--- src/rtl/core/pme_pkg.sv ---
// pme_pkg: shared types, constants and fixed-point helpers for the pid itae evaluator
// used by every module under rtl/core; depends on nothing
`timescale 1ns / 1ps

package pme_pkg;

  localparam int unsigned SIM_STEPS_DEF  = 200;
  localparam int unsigned SKIP_STEPS_DEF = 20;

  localparam int unsigned STEP_W = 8;
  localparam int unsigned GAIN_W = 24;
  localparam int unsigned DATA_W = 32;
  localparam int unsigned COST_W = 48;
  localparam int unsigned OP_W   = 34;
  localparam int unsigned WIDE_W = 66;
  localparam int unsigned NITAE_W = 27;

  localparam logic [OP_W-1:0] C_DT     = OP_W'(33'd42949673);
  localparam logic [OP_W-1:0] C_KEEP   = OP_W'(33'd4252017623);
  localparam logic [OP_W-1:0] C_DRIVE  = OP_W'(33'd429496730);
  localparam logic [OP_W-1:0] C_ITAE   = OP_W'(33'd429497);
  localparam logic [OP_W-1:0] C_DERIV  = OP_W'(33'd100);

  typedef enum logic [3:0] {
    PH_IDLE,
    PH_ERR,
    PH_DT,
    PH_INT,
    PH_DER,
    PH_KP,
    PH_KI,
    PH_KD,
    PH_KEEP,
    PH_DRIVE,
    PH_SPEED,
    PH_COST,
    PH_DONE
  } phase_e;

  typedef struct packed {
    logic              clear;
    phase_e            phase;
    logic [STEP_W-1:0] step;
    logic              cost_en;
  } ctrl_t;

  typedef struct packed {
    logic              ovf;
    logic [DATA_W-1:0] val;
  } sat_t;

  function automatic sat_t sat32(input logic signed [WIDE_W-1:0] x);
    sat_t r;
    logic [WIDE_W-DATA_W:0] hi;
    hi = x[WIDE_W-1:DATA_W-1];
    if ((&hi) || !(|hi)) begin
      r.ovf = 1'b0;
      r.val = x[DATA_W-1:0];
    end else begin
      r.ovf = 1'b1;
      r.val = x[WIDE_W-1] ? {1'b1, {(DATA_W-1){1'b0}}} : {1'b0, {(DATA_W-1){1'b1}}};
    end
    return r;
  endfunction

  function automatic logic signed [WIDE_W-1:0] rnd32(input logic signed [WIDE_W-1:0] x);
    logic signed [WIDE_W-1:0] v;
    v = x + (WIDE_W'(1) <<< 31);
    return v >>> 32;
  endfunction

  function automatic logic signed [WIDE_W-1:0] rnd16(input logic signed [WIDE_W-1:0] x);
    logic signed [WIDE_W-1:0] v;
    v = x + (WIDE_W'(1) <<< 15);
    return v >>> 16;
  endfunction

endpackage

--- src/rtl/core/pme_ctrl.sv ---
// pme_ctrl: sequencer that walks the eleven phases of each simulation step
// depends on pme_pkg for the phase enum and control struct
`timescale 1ns / 1ps

module pme_ctrl #(
  parameter int unsigned SIM_STEPS  = pme_pkg::SIM_STEPS_DEF,
  parameter int unsigned SKIP_STEPS = pme_pkg::SKIP_STEPS_DEF
) (
  input  logic           clk_i,
  input  logic           rst_ni,
  input  logic           start_i,
  output logic           busy_o,
  output logic           done_o,
  output pme_pkg::ctrl_t ctrl_o
);
  import pme_pkg::*;

  phase_e            state_q, state_d;
  logic [STEP_W-1:0] step_q, step_d;
  logic              last_step;

  assign last_step = (step_q == STEP_W'(SIM_STEPS - 1));

  // next state
  always_comb begin
    state_d = state_q;
    unique case (state_q)
      PH_IDLE:  if (start_i) state_d = PH_ERR;
      PH_ERR:   state_d = PH_DT;
      PH_DT:    state_d = PH_INT;
      PH_INT:   state_d = PH_DER;
      PH_DER:   state_d = PH_KP;
      PH_KP:    state_d = PH_KI;
      PH_KI:    state_d = PH_KD;
      PH_KD:    state_d = PH_KEEP;
      PH_KEEP:  state_d = PH_DRIVE;
      PH_DRIVE: state_d = PH_SPEED;
      PH_SPEED: state_d = PH_COST;
      PH_COST:  state_d = last_step ? PH_DONE : PH_ERR;
      PH_DONE:  state_d = PH_IDLE;
      default:  state_d = PH_IDLE;
    endcase
  end

  // step counter
  always_comb begin
    step_d = step_q;
    if (state_q == PH_IDLE) begin
      step_d = '0;
    end else if (state_q == PH_COST) begin
      step_d = step_q + STEP_W'(1);
    end
  end

  // outputs
  always_comb begin
    busy_o         = (state_q != PH_IDLE);
    done_o         = (state_q == PH_DONE);
    ctrl_o.clear   = (state_q == PH_IDLE) && start_i;
    ctrl_o.phase   = state_q;
    ctrl_o.step    = step_q;
    ctrl_o.cost_en = (step_q > STEP_W'(SKIP_STEPS));
  end

  always_ff @(posedge clk_i or negedge rst_ni) begin
    if (!rst_ni) begin
      state_q <= PH_IDLE;
      step_q  <= '0;
    end else begin
      state_q <= state_d;
      step_q  <= step_d;
    end
  end

endmodule

--- config.mk ---
export PLATFORM = sky130hd
export DESIGN_NAME = pme_ctrl
export DESIGN_NICKNAME = d
export VERILOG_FILES = /design/src/rtl/core/pme_pkg.sv /design/src/rtl/core/pme_ctrl.sv
export SDC_FILE = /design/constraint.sdc
export NUM_CORES = 1
export LEC_CHECK = 0
export BUFFER_PORTS_ARGS = -buffer_cell sky130_fd_sc_hd__buf_2
export CAP_MARGIN = 5
export CORE_MARGIN = 4
export CORE_UTILIZATION = 45
export CTS_BUF_LIST = sky130_fd_sc_hd__clkbuf_8 sky130_fd_sc_hd__clkbuf_16
export DETAILED_ROUTE_END_ITERATION = 10
export GPL_TIMING_DRIVEN = 0
export HOLD_SLACK_MARGIN = 0.05
export PLACE_DENSITY_LB_ADDON = 0.25
export SYNTH_ARGS = -nofsm -noshare
export SYNTH_HDL_FRONTEND = slang
export SYNTH_SLANG_ARGS = --single-unit
--- constraint.sdc ---
create_clock -name clk_i -period 1.8 [get_ports clk_i]
set_input_delay 0.27 -clock clk_i [delete_from_list [all_inputs] [get_ports clk_i]]
set_output_delay 0.27 -clock clk_i [all_outputs]
set_load 0.01 [all_outputs]
[After elaboration in Yosys (flattened, before gate mapping)]
Cells that the tools add are included.
Operators by class
  add/subtract/negate cells: 1
  multipliers: 0
  div/mod/pow operators: 0
  $lt $le $gt $ge: 1
  equality and inequality tests: 14
  shifts and indexed selects: 0
  multiplexer cells: 5
  bitwise operators: 0
  reduce and logical (&&, ||, !) cells: 4
Operators by type and width (number)
  one-hot mux 4 bit (12 select lines): 1
  equality test 4 bit (second input constant): 5
  equality test 4 x 3 -> 1 bit (second input constant): 4
  two-way mux 8 bit: 2
  adder 8 x 1 -> 8 bit (second input constant): 1
  equality test 4 x 2 -> 1 bit (second input constant): 2
  equality test 8 bit (second input constant): 1
  > comparator 8 x 5 -> 1 bit (second input constant): 1
  two-way mux 4 bit: 2
  equality test 4 x 1 -> 1 bit (second input constant): 1
  zero test 4 bit: 1
  nonzero test 4 bit: 1
  inequality test 2 bit (second input constant): 1
  nonzero test 2 bit: 1
  logical AND 1 bit: 1
Storage, ports and cells
  register bits: 12
  latch bits: 0
  bits in writable memories: 0
  ROM bits: 0
  input port bits: 3
  output and inout bits: 16
  word-level logic and storage cells: 27
  memories kept: 0

[Longest topological paths before layout]
  depth in word-level cells: 3
  mapped depth: 5
  mapped depth without buffers: 5

[Worst setup path before layout]
Ideal clock, no wire load.
  kind: register to output
  start point: register state_q[0]
  end point: output port ctrl_o[13] (netlist name)
  arrival time: 1.326 ns
  slack: 0.204 ns
  cell stages (with the launch flop): 4
  cell sequence: dfrtp_1 or4_1 clkbuf_1 nor2_1
RTL lines
  start: declaration: RTL line pme_ctrl.sv:18  | phase_e state_q, state_d;
  start signal: assignment: RTL line pme_ctrl.sv:70  | state_q <= state_d;
  end: declaration: RTL line pme_ctrl.sv:14  | output pme_pkg::ctrl_t ctrl_o

==> results by group <==
Run status
  – Outcome: finished clean

Synth
  – Register area share after synthesis: between 30 and 40%
  – Ys Warns: 0
  – Yosys reg bits: 12
  – Distinct cells, synth: 35
  – Syn Inst Count: 84
  – Synth Cell Area: ~750 µm²
  – Syn Area/Cell: about 9 µm²
  – Post-synth top flop: dfrtp_1
  – Syn_nets: 89
  – Asr flop ratio synth: 100%
  – Number of synthesized flops with an enable pin: 0

Power
  – Maximum vdd drop: between 1 and 1.5 mV
  – Pleak: between 0.4 and 0.5 nW
  – PD cells: roughly 1300 nW/µm²

Critical path
  – Cells on worst reg2reg path: 4
  – Setup crit start: state_q[0]
  – Startpoint Class: register
  – Worst Setup End Kind: output port
  – Critical setup path kind: register to output port
  – Slowest CP cell: or4_4
  – Critical Path AT: 1.46 ns
  – Worst EP required: between 1.5 and 2 ns
  – Worst r2r src: step_q[1]
  – CP max stage delay: roughly 0.55 ns
  – Cells along the critical path: or4_4, nor2_1, buf_2
  – Largest fanout on the critical path: 6

Clock tree
  – # clock sinks: 12
  – Number of CTS-inserted buffers: 3
  – CTS root buffer: clkbuf_8
  – Max H-tree Level: 1
  – CTS max path bufs: 2
  – Worst-skew pair later-pin latency: 0.24 ns
  – TritonCTS clock tree: yes
  – Register clock-pin slew on the reported worst setup and hold paths: 0.06 ns

STA
  – Final setup TNS: 0 ns
  – Final Max Slew Viols: 0
  – Fmax: between 500 and 600 MHz
  – Max-slew headroom: about 62%
  – Final hold violations: 0
  – Final setup fails: 0
  – Hold slack: ~0.43 ns
  – Minimum clock period: between 1.5 and 2 ns
  – Share of the cycle needed by the critical path after routing: a little over nine tenths
  – Clk_skew: 0.00358 ns
  – Worst-margin pin slew: approximately 0.56 ns
  – RSZ-0062 raised after global routing: no

Job
  – Max Cap Viol: 0

Drt
  – Detailed Route WL: 1810 µm
  – Vias: between 700 and 800
  – Drt drc: 0
  – Initial DRT Pass Iterations: 4
  – Avg WL per Cell: around 15 µm
  – DR vias/cell: ~5.8
  – Drt initial violations: 11
  – DRT antenna net count: 0

Layout
  – FF+latch area: 300 µm²
  – Final net count: around 110
  – Area of the multi-input gates: ~400 µm²
  – N_diodes: 0
  – Filler cells: 130
  – Layout area overhead: 24.2%
  – Layout cells sized above 1: between 20 and 30%

Floorplan
  – Die H: ~49 µm
  – Rows: 14
  – Die area: 2400 µm²
  – Initial Utilization: just under 50%
  – Io pins: 19
  – CORE AREA: ~1500 µm²
  – Die Wd: 48.9 µm

Placement
  – Final RePlAce weighted congestion: between 0.7 and 0.8
  – Hpwl dp: between 1000 and 1500 µm
  – Port bufs: 18

Min path
  – Worst hold path class: primary input to async pin

Global route
  – First-pass GRT wire length: 3120 µm
  – Aggregate global routing overflow: 0
  – Pin count of the biggest net entering global routing: 13
  – Vias in the first global route: around 650
  – Initial antenna violation count: 0
  – Global-route usage over all layers: between 15 and 20%
through the flow:
| stage | instances | area, µm² | utilization, % | power, mW | setup WS, ns |
|---|---|---|---|---|---|
| 3_5_place_dp | 118 | 865 | 56.1 | 0.923 | 0.156 |
| 4_1_cts | 122 | 930 | 60.3 | 1.24 | 0.0489 |
| 2_1_floorplan | 84 | 754 | - | 0.764 | 0.204 |
| 6_report | 123 | 937 | 60.8 | 1.24 | 0.0671 |
| 3_3_place_gp | 118 | 865 | 56.1 | 0.911 | 0.152 |
| 5_1_grt | 123 | 937 | 60.8 | 1.33 | 0.00719 |
critical path: cells and delay by family, from the launching register on:
kind                   cells  cell delay, ns
AND/OR/NAND/NOR            2            0.65
flip-flops                 1            0.44
buffers and inverters      1            0.13
what timing repair did:
| item | in CTS | in global routing |
|---|---|---|
| setup endpoints to repair | 2 | 1 |
| buffers inserted | 0 | 1 |
| resized for setup | 1 | 0 |
| endpoints found under the hold margin | 12 | 0 |
| hold buffers | 1 | 0 |
| pin swaps | 1 | 1 |
synth_stat cells (2+ instances only):
cell	instances	area (µm²)
o22ai_1	3	18.8
mux2i_1	3	30.0
buf_2	2	10.0
or4_1	2	15.0
nor2_1	5	18.8
or3_1	2	12.5
dfrtp_1	12	300
ha_1	2	25.0
nor3_1	4	20.0
nand2_1	9	33.8
nand3_1	2	10.0
inv_1	6	22.5
a21oi_1	7	35.0
clkbuf_1	2	7.51
nand2b_1	2	12.5
o21ai_0	2	10.0
cell type report:
cell class / count / share of cell area (%)
Clock buffer: 4 / 5.87
Inverter: 6 / 2.40
Timing Repair Buffer: 20 / 11.5
Sequential cell: 12 / 32.0
Buffer: 4 / 2.67
Multi-Input combinational cell: 61 / 43.4
Tap cell: 16 / 2.14
state kept, by name (all words and copies together) (netlist names):
register	flops
state_q	4
step_q	8
layout by cell type (no fill, tap or decap), types with 2 or more instances in the layout:
| cell type | instances |
|---|---|
| a21oi_1 | 7 |
| buf_2 | 20 |
| clkbuf_8 | 4 |
| dfrtp_1 | 12 |
| ha_1 | 2 |
| inv_1 | 6 |
| mux2i_1 | 3 |
| nand2_1 | 9 |
| nand2b_1 | 2 |
| nand3_1 | 2 |
| nor2_1 | 5 |
| nor3_1 | 4 |
| o21ai_0 | 2 |
| o22ai_1 | 3 |
| or3_1 | 2 |
layer usage:
layer	share of wire (%)	track usage [%]	vias up
li1	-	-	353
met5	0	0	-
met1	47	21.4	332
met2	45	25.2	24
met4	1.3	8.07	0
met3	6.6	4.28	2
power breakdown:
group          total, mW  switching, mW  internal, mW
combinational      0.559          0.309         0.250
clock              0.297          0.104         0.193
sequential         0.383         0.0624         0.320
worst paths after layout:
| check | slack (ns) | endpoint |
|---|---|---|
| setup / recovery | 0.07 | ctrl_o[13] |
| hold / removal | 0.43 | step_q[3] |
| setup reg to reg | 0.17 | state_q[0] |
| hold reg to reg | 0.57 | step_q[6] |
| max in group asynchronous | 1.15 | step_q[6] |
| min in group clk_i | 0.53 | state_q[0] |
cell families (layout without fill, tap and decap cells):
kind of cell               after synthesis  after routing  synth area share [%]
AOI/OAI and AO/OA                       20             20                  17.6
xor gates and xnor gates                 1              1                  1.16
adders and majority gates                2              2                  3.32
buffers and inverters                   11             34                  6.80
DFF                                     12             12                  39.8
muxes                                    3              3                  3.98
and+or+nand+nor                         35             35                  27.4
Power figures use the tool's default switching activity.
